==> src/sv/vis_pkg.sv <==
`timescale 1ns / 1ps
`default_nettype none

package vis_pkg;

  typedef enum logic [2:0] {
    ACT_UNCHANGED = 3'd0,
    ACT_SPLIT     = 3'd1,
    ACT_SURVIVED  = 3'd2,
    ACT_KILLED    = 3'd3,
    ACT_LOADED    = 3'd4,
    ACT_ERROR     = 3'd5
  } action_t;

  typedef enum logic [1:0] {
    REG_COUNT_X = 2'd0,
    REG_COUNT_Y = 2'd1,
    REG_COUNT_Z = 2'd2
  } reg_idx_t;

  // flat voxel index width: 6b*7b*7b + 6b*7b + 6b
  localparam int unsigned IDX_W      = 21;
  // divider: 32 quotient bits, 4 per stage
  localparam int unsigned DIV_STAGES = 8;
  localparam int unsigned DIV_BITS   = 4;

  typedef struct packed {
    logic        req_type;
    logic        handled;
    logic        pre_ok;
    logic        post_ok;
    logic [31:0] weight;
    logic [15:0] rnd;
    logic [31:0] impval;
  } idx_word_t;

  typedef struct packed {
    action_t     act;
    logic        fin;
    logic [31:0] weight;
    logic [15:0] rnd;
    logic [31:0] pre;
    logic [31:0] post;
  } tbl_word_t;

  typedef struct packed {
    action_t     act;
    logic        fin;
    logic [31:0] weight;
    logic [5:0]  extra;
    logic        sat;
    logic        zpost;
    logic        nz;
  } div_tag_t;

  typedef struct packed {
    logic [31:0] rem;
    logic [31:0] lo;
    logic [31:0] quo;
    logic [31:0] dvs;
  } div_word_t;

  // DIV_BITS restoring steps of a long division, remainder kept below divisor
  function automatic div_word_t div_step(div_word_t w);
    div_word_t   v;
    logic [32:0] r;
    v = w;
    for (int i = 0; i < DIV_BITS; i++) begin
      r    = {v.rem, v.lo[31]};
      v.lo = {v.lo[30:0], 1'b0};
      if (r >= {1'b0, v.dvs}) begin
        r     = r - {1'b0, v.dvs};
        v.quo = {v.quo[30:0], 1'b1};
      end else begin
        v.quo = {v.quo[30:0], 1'b0};
      end
      v.rem = r[31:0];
    end
    return v;
  endfunction

endpackage

`default_nettype wire

==> src/sv/vis_div.sv <==
`timescale 1ns / 1ps
`default_nettype none

// Pipelined 64/32 restoring divider, 4 quotient bits per stage.
module vis_div (
  input  logic               clk,
  input  logic               rst_n,
  input  logic               adv,
  input  logic               in_vld,
  input  vis_pkg::div_word_t in_word,
  input  vis_pkg::div_tag_t  in_tag,
  output logic               out_vld,
  output vis_pkg::div_word_t out_word,
  output vis_pkg::div_tag_t  out_tag
);

  localparam int unsigned NS = vis_pkg::DIV_STAGES;

  logic [NS-1:0]      vld_r;
  vis_pkg::div_word_t word_r [NS];
  vis_pkg::div_tag_t  tag_r  [NS];

  always_ff @(posedge clk) begin
    if (!rst_n) begin
      vld_r <= '0;
    end else if (adv) begin
      vld_r <= {vld_r[NS-2:0], in_vld};
    end
  end

  // one group of quotient bits per stage
  always_ff @(posedge clk) begin
    if (adv) begin
      word_r[0] <= vis_pkg::div_step(in_word);
      tag_r[0]  <= in_tag;
      for (int s = 1; s < NS; s++) begin
        word_r[s] <= vis_pkg::div_step(word_r[s-1]);
        tag_r[s]  <= tag_r[s-1];
      end
    end
  end

  assign out_vld  = vld_r[NS-1];
  assign out_word = word_r[NS-1];
  assign out_tag  = tag_r[NS-1];

endmodule

`default_nettype wire

==> config.mk <==
export PLATFORM = sky130hd
export DESIGN_NAME = vis_div
export DESIGN_NICKNAME = d
export VERILOG_FILES = /design/src/sv/vis_pkg.sv /design/src/sv/vis_div.sv
export SDC_FILE = /design/constraint.sdc
export NUM_CORES = 2
export LEC_CHECK = 0
export BUFFER_PORTS_ARGS = -buffer_cell sky130_fd_sc_hd__buf_2
export CAP_MARGIN = 20
export CORE_MARGIN = 5
export CORE_UTILIZATION = 40
export DETAILED_ROUTE_END_ITERATION = 12
export PLACE_DENSITY = 0.57
export SKIP_LAST_GASP = 1
export SLEW_MARGIN = 20
export SYNTH_ARGS = -nofsm -noshare
export SYNTH_HDL_FRONTEND = slang
export SYNTH_SLANG_ARGS = --single-unit
==> constraint.sdc <==
create_clock -name clk -period 18.6 [get_ports clk]
set_input_delay 3.72 -clock clk [delete_from_list [all_inputs] [get_ports clk]]
set_output_delay 3.72 -clock clk [all_outputs]
set_load 0.1 [all_outputs]
==> impl_metrics.ini <==
[run_status]
status = complete, no violations

[synthesis]
synth.distinct_cells = 104
synthArstFlopShare = 0
yosys_warnings = 0
synth_cells = 9876
seq_area_frac_synth = 0.3527
syn_area_mm2 = 0.09651
avgSynthCellArea_um2 = 9.772
ys.flop_type = edfxtp_1
ys_seq_elements = 1136
synth_edf_count = 1128

[placement]
place_ws_ps = 815.4
port_buffers = 286
place_hpwl_mm = 228.5
place_area_mm2 = 0.1004
gp_congestion = 0.9324

[floorplan]
die_area_mm2 = 0.2512
die_h_um = 501.2
rows = 180
ioPinCount = 351
initial_core_util = 0.4016
core_region_area_mm2 = 0.2403
chipWidth_um = 501.2

[setup_path]
startpoint_type = input pin
crit_type = in -> reg
worstReg2RegStart = word_r[1][267]
crit_end = word_r[0][122]
cpLargestDelayFamily = compound AO/OA/AOI/OAI gates
worst_setup_path_end_kind = flop
r2r_end = word_r[1][474]
path_max_fanout = 46
critPathLaunch = in_word[3]
worst-path-buf-inv = 5
max_stage_delay_ps = 650
crit_arrival_ps = 17820
ff2ff_path_depth = 52
required_ps = 19100
critPathSlowestCell = o31ai_1
crit_cells = 48
r2r_slack_ps = 2170
critPathMostFrequentCell = a21oi_1

[clock_tree]
clock_latency_ps = 780
cts_setup_buffers = 0
cts_tree = yes
numCtsBuffers = 134
numClockSinks = 1136
post_cts_resized = 0
h-tree-depth = 4
ctsHoldBuffers = 0
clock_path_buffers = 3
cts.clk_slew.worst_paths_ps = 60
cts_root_buffer = clkbuf_16

[sta]
clock_skew_ps = 28.51
rsz0062_at_grt = false
setup_tns_ps = 0
setup_viol = 0
worstMarginPinSlew_ps = 1060
setup_ws_ps = 1281
hold_violations = 0
period_share = 0.9311
clock.fmax_ghz = 0.05774
slew_violations = 0
holdWs_ps = 396.2
slew_headroom = 0.2917
fin_crit_ps = 17320

[routing]
dr.pass1.iters = 6
ant_nets = 0
first_iter_violations = 6078
routed_wl_mm = 282.8
vias = 75870
drc = 0
via_per_inst = 5.696
routedWlPerCell_um = 21.23

[global_route]
grt_usage = 0.2161
grt_pass1_wl_mm = 425.1
grt_pass1_vias = 72960
grt_max_degree = 161
gr-total-overflow = 0
grt_antenna_before_repair = 20

[finish]
nNetsFinal = 11260
multiInputGateArea_mm2 = 0.05832
final-seq-area_mm2 = 0.03403
layout-drive-gt1-share = 0.1216
synthToLayoutAreaGrowth_pct = 8.554
fillers = 23150
design_area_mm2 = 0.1048

[job]
maxCapViolCount = 0

[min_path]
hold_path_class = reg -> reg
placed cells by master (no fill, tap or decap), types with 45 or more instances in the layout:
cell type and count:
edfxtp_1 1128, ha_1 1024, a21oi_1 903, nand2_1 669
xnor2_1 592, nor2_1 590, o21ai_0 590, inv_1 581
mux2_2 551, a21o_1 431, buf_2 285, xor2_1 263
nand3_1 180, o21a_1 148, nand4_1 144, nor3_1 143
o21bai_1 143, clkbuf_16 138, nor2b_1 133, nand2b_1 119
a31oi_1 94, and3_1 82, a211oi_1 74, mux2i_1 66
o31ai_1 56, and2_1 56, or3_1 51, o211ai_1 48
nor4_1 45
synth_stat cells, types with 148 or more instances:
library cell	n	area share
edfxtp_1	1128	0.35
ha_1	1024	0.13
a21oi_1	903	0.047
nand2_1	670	0.026
xnor2_1	592	0.054
nor2_1	591	0.023
o21ai_0	590	0.031
inv_1	581	0.023
mux2_2	551	0.064
a21o_1	431	0.034
xor2_1	263	0.024
buf_4	187	0.015
nand3_1	180	0.0093
o21a_1	148	0.012
how the worst min path moves through the flow:
stage | start | endpoint | slack [ps] | cells after the start
final | tag_r[1][47] | tag_r[1][92] | 400 | 0
after global routing | tag_r[1][47] | tag_r[1][92] | 400 | 0
after CTS | tag_r[1][47] | tag_r[1][92] | 390 | 0
after detailed placement | tag_r[0][57] | tag_r[0][102] | 400 | 0
after floorplan | tag_r[0][55] | tag_r[0][100] | 400 | 0
after global placement | tag_r[0][81] | tag_r[0][126] | 400 | 0
through the flow:
step                  util  cells
floorplan                -   9907
global placement    0.4176  13070
detailed placement  0.4177  13070
CTS                 0.4359  13320
global route        0.4359  13320
finish              0.4359  13320
sequential cells by signal, summed over array words and instances (netlist names):
register / flops
tag_r: 360
vld_r: 8
word_r: 768
final cells by class:
class / instances / area share
multi-input combinational: 7829 / 0.5567
sequential: 1136 / 0.3249
tap: 3185 / 0.03804
clock buffer: 158 / 0.03378
inverter: 593 / 0.02130
timing repair buffer: 328 / 0.01725
clock inverter: 86 / 0.007978
antenna: 4 / 0.00009555
metal layers:
metal	vias up	routed length (um)	part of all wire	GRT usage
met5	-	0	0	0
met4	0	9280	0.033	0.06698
met3	425	12930	0.046	0.02481
met2	1916	134500	0.48	0.3712
met1	36470	126000	0.45	0.2851
li1	37060	-	-	-
cell families (layout without fill, tap and decap cells):
group / count (synthesis) / after routing / share of synthesized area
compound gates: 2902 / 2902 / 0.1926
simple gates: 2329 / 2329 / 0.1160
flops: 1136 / 1136 / 0.3527
fa+ha+maj: 1056 / 1056 / 0.1394
buf+inv: 942 / 1165 / 0.04496
xor+xnor: 855 / 855 / 0.07760
mux: 655 / 655 / 0.07666
other cells: 1 / 36 / 0.00003886
Power is not shown: default switching activity piles up to over one toggle a cycle in this logic, so the estimate is an artifact.
