<file path="config.mk">
export PLATFORM = sky130hd
export DESIGN_NAME = vis_index_flat
export DESIGN_NICKNAME = d
export VERILOG_FILES = /design/src/sv/vis_pkg.sv /design/src/sv/vis_if.sv /design/src/sv/vis_index.sv /design/src/flat_wrapper.sv
export SDC_FILE = /design/constraint.sdc
export NUM_CORES = 1
export LEC_CHECK = 0
export BUFFER_PORTS_ARGS = -buffer_cell sky130_fd_sc_hd__buf_2
export CORE_ASPECT_RATIO = 1.5
export CORE_MARGIN = 5
export CORE_UTILIZATION = 60
export DETAILED_ROUTE_END_ITERATION = 10
export GPL_ROUTABILITY_DRIVEN = 0
export PLACE_DENSITY = 0.84
export SLEW_MARGIN = 25
export SYNTH_ARGS = -nofsm -noshare
export SYNTH_HDL_FRONTEND = slang
export SYNTH_SLANG_ARGS = --single-unit
</file>
<file path="constraint.sdc">
create_clock -name clk -period 7.3 [get_ports clk]
set_clock_uncertainty 0.05 [all_clocks]
set_input_delay 1.095 -clock clk [delete_from_list [all_inputs] [get_ports clk]]
set_output_delay 1.095 -clock clk [all_outputs]
set_load 0.02 [all_outputs]
</file>
<file path="src/sv/vis_pkg.sv">
`timescale 1ns / 1ps
`default_nettype none

package vis_pkg;

  typedef enum logic [2:0] {
    ACT_UNCHANGED = 3'd0,
    ACT_SPLIT     = 3'd1,
    ACT_SURVIVED  = 3'd2,
    ACT_KILLED    = 3'd3,
    ACT_LOADED    = 3'd4,
    ACT_ERROR     = 3'd5
  } action_t;

  typedef enum logic [1:0] {
    REG_COUNT_X = 2'd0,
    REG_COUNT_Y = 2'd1,
    REG_COUNT_Z = 2'd2
  } reg_idx_t;

  // flat voxel index width: 6b*7b*7b + 6b*7b + 6b
  localparam int unsigned IDX_W      = 21;
  // divider: 32 quotient bits, 4 per stage
  localparam int unsigned DIV_STAGES = 8;
  localparam int unsigned DIV_BITS   = 4;

  typedef struct packed {
    logic        req_type;
    logic        handled;
    logic        pre_ok;
    logic        post_ok;
    logic [31:0] weight;
    logic [15:0] rnd;
    logic [31:0] impval;
  } idx_word_t;

  typedef struct packed {
    action_t     act;
    logic        fin;
    logic [31:0] weight;
    logic [15:0] rnd;
    logic [31:0] pre;
    logic [31:0] post;
  } tbl_word_t;

  typedef struct packed {
    action_t     act;
    logic        fin;
    logic [31:0] weight;
    logic [5:0]  extra;
    logic        sat;
    logic        zpost;
    logic        nz;
  } div_tag_t;

  typedef struct packed {
    logic [31:0] rem;
    logic [31:0] lo;
    logic [31:0] quo;
    logic [31:0] dvs;
  } div_word_t;

  // DIV_BITS restoring steps of a long division, remainder kept below divisor
  function automatic div_word_t div_step(div_word_t w);
    div_word_t   v;
    logic [32:0] r;
    v = w;
    for (int i = 0; i < DIV_BITS; i++) begin
      r    = {v.rem, v.lo[31]};
      v.lo = {v.lo[30:0], 1'b0};
      if (r >= {1'b0, v.dvs}) begin
        r     = r - {1'b0, v.dvs};
        v.quo = {v.quo[30:0], 1'b1};
      end else begin
        v.quo = {v.quo[30:0], 1'b0};
      end
      v.rem = r[31:0];
    end
    return v;
  endfunction

endpackage

`default_nettype wire

</file>
<file path="src/sv/vis_if.sv">
`timescale 1ns / 1ps
`default_nettype none

// step / load word channel
interface vis_in_if;
  logic        valid;
  logic        ready;
  logic        req_type;
  logic        at_boundary;
  logic        is_first_step;
  logic [5:0]  pre_x;
  logic [5:0]  pre_y;
  logic [5:0]  pre_z;
  logic [5:0]  post_x;
  logic [5:0]  post_y;
  logic [5:0]  post_z;
  logic [31:0] track_weight;
  logic [15:0] rand_fraction;
  logic [31:0] importance_value;

  modport source (
    output valid, req_type, at_boundary, is_first_step, pre_x, pre_y, pre_z,
           post_x, post_y, post_z, track_weight, rand_fraction, importance_value,
    input  ready
  );
  modport sink (
    input  valid, req_type, at_boundary, is_first_step, pre_x, pre_y, pre_z,
           post_x, post_y, post_z, track_weight, rand_fraction, importance_value,
    output ready
  );
  modport monitor (
    input valid, ready, req_type, at_boundary, is_first_step, pre_x, pre_y, pre_z,
          post_x, post_y, post_z, track_weight, rand_fraction, importance_value
  );
endinterface


`default_nettype wire

</file>
<file path="src/sv/vis_index.sv">
`timescale 1ns / 1ps
`default_nettype none

// Input register and two stages of voxel index arithmetic.
module vis_index #(
  parameter int unsigned MAX_VOXELS = 65536
) (
  input  logic                clk,
  input  logic                rst_n,
  input  logic                adv,
  input  logic                in_en,
  input  logic [6:0]          count_y,
  input  logic [6:0]          count_z,
  vis_in_if.sink              in_ch,
  output logic                c_vld,
  output vis_pkg::idx_word_t  c_word,
  output logic [((MAX_VOXELS > 1) ? $clog2(MAX_VOXELS) : 1)-1:0] pre_addr,
  output logic [((MAX_VOXELS > 1) ? $clog2(MAX_VOXELS) : 1)-1:0] post_addr
);

  localparam int unsigned AW = (MAX_VOXELS > 1) ? $clog2(MAX_VOXELS) : 1;
  localparam int unsigned IW = vis_pkg::IDX_W;
  localparam logic [IW-1:0] VOX_LIM = IW'(MAX_VOXELS);

  logic               in_fire;
  logic               a_vld_r, b_vld_r, c_vld_r;
  vis_pkg::idx_word_t a_word_r, b_word_r, c_word_r;
  logic [5:0]         a_px_r, a_py_r, a_pz_r, a_qx_r, a_qy_r, a_qz_r;
  logic [12:0]        b_pxy_r, b_qxy_r;
  logic [13:0]        b_pyz_r, b_qyz_r;
  logic [IW-1:0]      pre_idx, post_idx;
  logic [AW-1:0]      pre_addr_r, post_addr_r;

  assign in_ch.ready = in_en;
  assign in_fire     = in_ch.valid && in_en;

  // valid bits
  always_ff @(posedge clk) begin
    if (!rst_n) begin
      a_vld_r <= 1'b0;
      b_vld_r <= 1'b0;
      c_vld_r <= 1'b0;
    end else if (adv) begin
      a_vld_r <= in_fire;
      b_vld_r <= a_vld_r;
      c_vld_r <= b_vld_r;
    end
  end

  // flat index: x*cy*cz + y*cz + z
  always_comb begin
    pre_idx  = {8'd0, b_pxy_r} * {14'd0, count_z} + {7'd0, b_pyz_r};
    post_idx = {8'd0, b_qxy_r} * {14'd0, count_z} + {7'd0, b_qyz_r};
  end

  always_ff @(posedge clk) begin
    if (adv) begin
      // input register
      a_word_r.req_type <= in_ch.req_type;
      a_word_r.handled  <= in_ch.at_boundary && !in_ch.is_first_step;
      a_word_r.pre_ok   <= 1'b0;
      a_word_r.post_ok  <= 1'b0;
      a_word_r.weight   <= in_ch.track_weight;
      a_word_r.rnd      <= in_ch.rand_fraction;
      a_word_r.impval   <= in_ch.importance_value;
      a_px_r <= in_ch.pre_x;
      a_py_r <= in_ch.pre_y;
      a_pz_r <= in_ch.pre_z;
      a_qx_r <= in_ch.post_x;
      a_qy_r <= in_ch.post_y;
      a_qz_r <= in_ch.post_z;
      // partial products
      b_word_r <= a_word_r;
      b_pxy_r  <= {7'd0, a_px_r} * {6'd0, count_y};
      b_qxy_r  <= {7'd0, a_qx_r} * {6'd0, count_y};
      b_pyz_r  <= {8'd0, a_py_r} * {7'd0, count_z} + {8'd0, a_pz_r};
      b_qyz_r  <= {8'd0, a_qy_r} * {7'd0, count_z} + {8'd0, a_qz_r};
      // range check and address
      c_word_r    <= {b_word_r.req_type, b_word_r.handled, pre_idx < VOX_LIM,
                      post_idx < VOX_LIM, b_word_r.weight, b_word_r.rnd, b_word_r.impval};
      pre_addr_r  <= pre_idx[AW-1:0];
      post_addr_r <= post_idx[AW-1:0];
    end
  end

  assign c_vld     = c_vld_r;
  assign c_word    = c_word_r;
  assign pre_addr  = pre_addr_r;
  assign post_addr = post_addr_r;

endmodule

`default_nettype wire

</file>
<file path="src/flat_wrapper.sv">
// flat-port wrapper written by rule: the top's interface ports become plain ports
module vis_index_flat 
#(
  parameter int unsigned MAX_VOXELS = 65536
)
  (clk, rst_n, adv, in_en, count_y, count_z, c_vld, c_word, pre_addr, post_addr, in_ch_valid, in_ch_req_type, in_ch_at_boundary, in_ch_is_first_step, in_ch_pre_x, in_ch_pre_y, in_ch_pre_z, in_ch_post_x, in_ch_post_y, in_ch_post_z, in_ch_track_weight, in_ch_rand_fraction, in_ch_importance_value, in_ch_ready);
  vis_in_if in_ch_i ();
  input  logic clk;
  input  logic rst_n;
  input  logic adv;
  input  logic in_en;
  input  logic [6:0] count_y;
  input  logic [6:0] count_z;
  output logic c_vld;
  output vis_pkg::idx_word_t c_word;
  output logic [((MAX_VOXELS > 1) ? $clog2(MAX_VOXELS) : 1)-1:0] pre_addr;
  output logic [((MAX_VOXELS > 1) ? $clog2(MAX_VOXELS) : 1)-1:0] post_addr;
  input wire logic [$bits(in_ch_i.valid)-1:0] in_ch_valid;
  input wire logic [$bits(in_ch_i.req_type)-1:0] in_ch_req_type;
  input wire logic [$bits(in_ch_i.at_boundary)-1:0] in_ch_at_boundary;
  input wire logic [$bits(in_ch_i.is_first_step)-1:0] in_ch_is_first_step;
  input wire logic [$bits(in_ch_i.pre_x)-1:0] in_ch_pre_x;
  input wire logic [$bits(in_ch_i.pre_y)-1:0] in_ch_pre_y;
  input wire logic [$bits(in_ch_i.pre_z)-1:0] in_ch_pre_z;
  input wire logic [$bits(in_ch_i.post_x)-1:0] in_ch_post_x;
  input wire logic [$bits(in_ch_i.post_y)-1:0] in_ch_post_y;
  input wire logic [$bits(in_ch_i.post_z)-1:0] in_ch_post_z;
  input wire logic [$bits(in_ch_i.track_weight)-1:0] in_ch_track_weight;
  input wire logic [$bits(in_ch_i.rand_fraction)-1:0] in_ch_rand_fraction;
  input wire logic [$bits(in_ch_i.importance_value)-1:0] in_ch_importance_value;
  output wire logic [$bits(in_ch_i.ready)-1:0] in_ch_ready;
  assign in_ch_i.valid = in_ch_valid;
  assign in_ch_i.req_type = in_ch_req_type;
  assign in_ch_i.at_boundary = in_ch_at_boundary;
  assign in_ch_i.is_first_step = in_ch_is_first_step;
  assign in_ch_i.pre_x = in_ch_pre_x;
  assign in_ch_i.pre_y = in_ch_pre_y;
  assign in_ch_i.pre_z = in_ch_pre_z;
  assign in_ch_i.post_x = in_ch_post_x;
  assign in_ch_i.post_y = in_ch_post_y;
  assign in_ch_i.post_z = in_ch_post_z;
  assign in_ch_i.track_weight = in_ch_track_weight;
  assign in_ch_i.rand_fraction = in_ch_rand_fraction;
  assign in_ch_i.importance_value = in_ch_importance_value;
  assign in_ch_ready = in_ch_i.ready;
  vis_index #(.MAX_VOXELS(MAX_VOXELS)) u_core (.clk(clk), .rst_n(rst_n), .adv(adv), .in_en(in_en), .count_y(count_y), .count_z(count_z), .in_ch(in_ch_i), .c_vld(c_vld), .c_word(c_word), .pre_addr(pre_addr), .post_addr(post_addr));
endmodule
</file>
==> impl_results.md <==
- Avg Synthesized Cell Area: 12.94 µm²
- CP startpoint: count_z[1]
- Synth area leaders: edfxtp_1 (48%), fa_1 (19%), ha_1 (11%), inv_1 (4.9%), and2_1 (4.8%)
- Post-synth EDFFs: 370
- Netlist cell types: 52
- DR iter-0 viols: 772
- P&R area growth vs syn: 13.46%
- Pins Over Slew Limit: 0
- Buffers on Ports: 255
- GRT Util Overall: 0.2118
- Routed wire length: 43930 µm
- Post-synth net total: 2365
- Wire length on met3: 3995 µm
- Initial antenna violation count: 12
- Yosys top cell area share: 0.4773
- Core area: 38430 µm²
- Fin. Hold Viols: 0
- Remaining antenna violation count: 0
- Wl on met1: 15420 µm
- Worst reg2reg path depth: 15
- Seq/Total Area, Yosys: 0.4799
- Ys flop type: edfxtp_1
- Number of gates resized after CTS: 0
- RSZ-0062 raised after global routing: no
- Vias per cell: 5.322
- DP Wirelength: 33340 µm
- Final hold slack: 365.0 ps
- Die Y: 251.2 µm
- Fin Setup TNS: 0 ps
- Drt wl/cell: 17.00 µm
- Critical path required time: 7530 ps
- Yosys Warn Count: 0
- WL met2: 22740 µm
- Starting density of the core: 0.6058
- Worst path cell trace: buf_2, nand2_1, fa_1, inv_1, fa_1, fa_1, inv_1, fa_1, inv_1, ha_1, a2111o_1, o21ai_1, o31ai_1, a31oi_1, nor3b_1, o311ai_1, a211oi_1
- Worst-path clk slew: 60 ps
- Setup Buffers After CTS: 0
- Top routing layer in use: met5
- Max-Cap Viols: 0
- CP Buf/Inv Count: 4
- Die ar.: 42920 µm²
- Worst path top cell family by delay: adder cells
- DR vias: 13750
- DRT Pass-1 Iters: 5
- Fmax: 0.1709 GHz
- Placed cell count: 2516
- Most frequent cell after synthesis: edfxtp_1
- CP Capture Point: u_core.c_word[81]
- Final setup fails: 0
- Final min period: 5851 ps
- Drc violations: 0
- Worst-Margin Slew: 933.3 ps
- Critical path fanouts, max: 38
- Crit share post-route: 0.8015
- Crit path depth: 17
- Critical path data arrival time: 6080 ps
- Crit start category: input pin
- First-pass GRT wire length: 73150 µm
- Relative slew margins: 0.3778
- Die Wd: 170.8 µm
- Ports: 256
- Post-route insts no fill: 2584
- R2R setup slack: 2150 ps
- CTS H-tree depth: 2
- Clock Latency Late Sink: 550 ps
- Status: complete, no violations
- Num CTS Buffers: 36
- Yosys reg bits: 373
- Min-delay worst type: flip-flop to flip-flop
- Yosys top cell by area: edfxtp_1
- Ys async rst share: 0
- Rows: 88
- Root Buffer: clkbuf_16
- Synthesized cell area: 23280 µm²
- CTS tree: built
- Gate Count Post-Synth: 1799
- GRT overflow: 0
- Largest net degree at the start of global routing: 152
- Crit end category: flip-flop
- CTS Sinks: 373
- Critical path's slowest cell: fa_1
- Crit Path Class: input pin to flip-flop
- Reg2reg end: u_core.c_word[81]
- Final nets: 2625
- Count of hold buffers inserted by post-cts repair: 0
- Vias in the first global route: 15290
- Reg2reg start: u_core.b_pxy_r[5]
- Largest buffer count on any clock path: 3
- Top post-synthesis cells by count: edfxtp_1 (370), inv_1 (306), fa_1 (226)
- Worst path max stage delay: 580 ps
- Layout cells sized above 1: 0.1543
- Most common cell on crit path: fa_1
-- cells in the final DEF, fill, tap and decap left out, drive strengths merged, types with 22 or more instances in the layout --
cell    netlist  layout
a21o         22      22
a21oi        53      53
and2        179     179
buf           1     258
clkbuf       35      40
edfxtp      370     370
fa          226     226
ha          202     202
inv         306     307
nand2       194     194
nor2         28      28
o21ai        22      22
xnor2        47      47
-- area by class of cell --
type | instances | area (µm²)
repair buffers | 258 | 1325
flip-flops and latches | 373 | 11170
fillers | 2637 | 12020
clock inverters | 26 | 407.9
well taps | 495 | 619.3
clock buffers | 40 | 915.9
diodes | 2 | 5.005
inverters | 306 | 1149
multi-input cells | 1084 | 10820
-- stage by stage --
step | instance area [µm²] | worst slack [ps] | utilization
floorplan | 23280 | 1480 | -
CTS | 26400 | 1506 | 0.6871
detailed placement | 25080 | 919.4 | 0.6526
finish | 26410 | 1449 | 0.6873
global placement | 25080 | 1116 | 0.6526
global route | 26410 | 1129 | 0.6872
-- worst register-to-register path, cell delays in order (launching register included) --
cell	delay (ps)
edfxtp_1	520
and2_1	240
fa_1	560
fa_1	440
fa_1	500
inv_1	50
fa_1	470
inv_1	40
ha_1	370
a2111o_1	400
o21ai_1	260
o31ai_1	160
a31oi_1	350
nor3b_1	100
o311ai_1	280
a211oi_1	110
-- state kept, by name, summed over array words and instances, names as in the netlist, 6 cells and up --
register          flops
u_core.b_pyz_r       14
u_core.a_qz_r         6
u_core.b_word_r      82
u_core.a_px_r         6
u_core.b_qxy_r       13
u_core.pre_addr      16
u_core.a_qy_r         6
u_core.a_pz_r         6
u_core.post_addr     16
u_core.a_qx_r         6
u_core.c_word        84
u_core.b_pxy_r       13
u_core.a_word_r      82
u_core.b_qyz_r       14
u_core.a_py_r         6
-- logic make-up (layout without fill, tap and decap cells) --
kind of cell / Yosys count / after routing / share of synthesized area
and+or+nand+nor: 436 / 436 / 0.09342
adders and majority gates: 428 / 428 / 0.3029
DFF: 373 / 373 / 0.4799
buffers and inverters: 342 / 630 / 0.05531
AOI/OAI and AO/OA: 153 / 153 / 0.04306
xor gates and xnor gates: 64 / 64 / 0.02408
muxes: 3 / 3 / 0.001290
other: 0 / 2 / 0
-- routing by layer --
layer / track usage / up-vias
met5: 0 / -
met4: 0.08245 / 18
met3: 0.06796 / 134
met2: 0.3735 / 507
met1: 0.2381 / 6666
li1: - / 6428
-- worst min-delay path by stage --
stage	from	end	slack [ps]	depth (start not counted)
detailed placement	u_core.a_word_r[39]	u_core.b_word_r[39]	350	0
finish	u_core.b_word_r[36]	u_core.c_word[36]	360	0
global route	u_core.a_word_r[7]	u_core.b_word_r[7]	370	0
floorplan	u_core.a_word_r[0]	u_core.b_word_r[0]	350	0
CTS	u_core.b_word_r[36]	u_core.c_word[36]	350	0
global placement	u_core.a_word_r[78]	u_core.b_word_r[78]	350	0
Power is left out: the tool's default activity adds up to more than one toggle a clock period on the data nets, which glitch-free logic cannot reach.
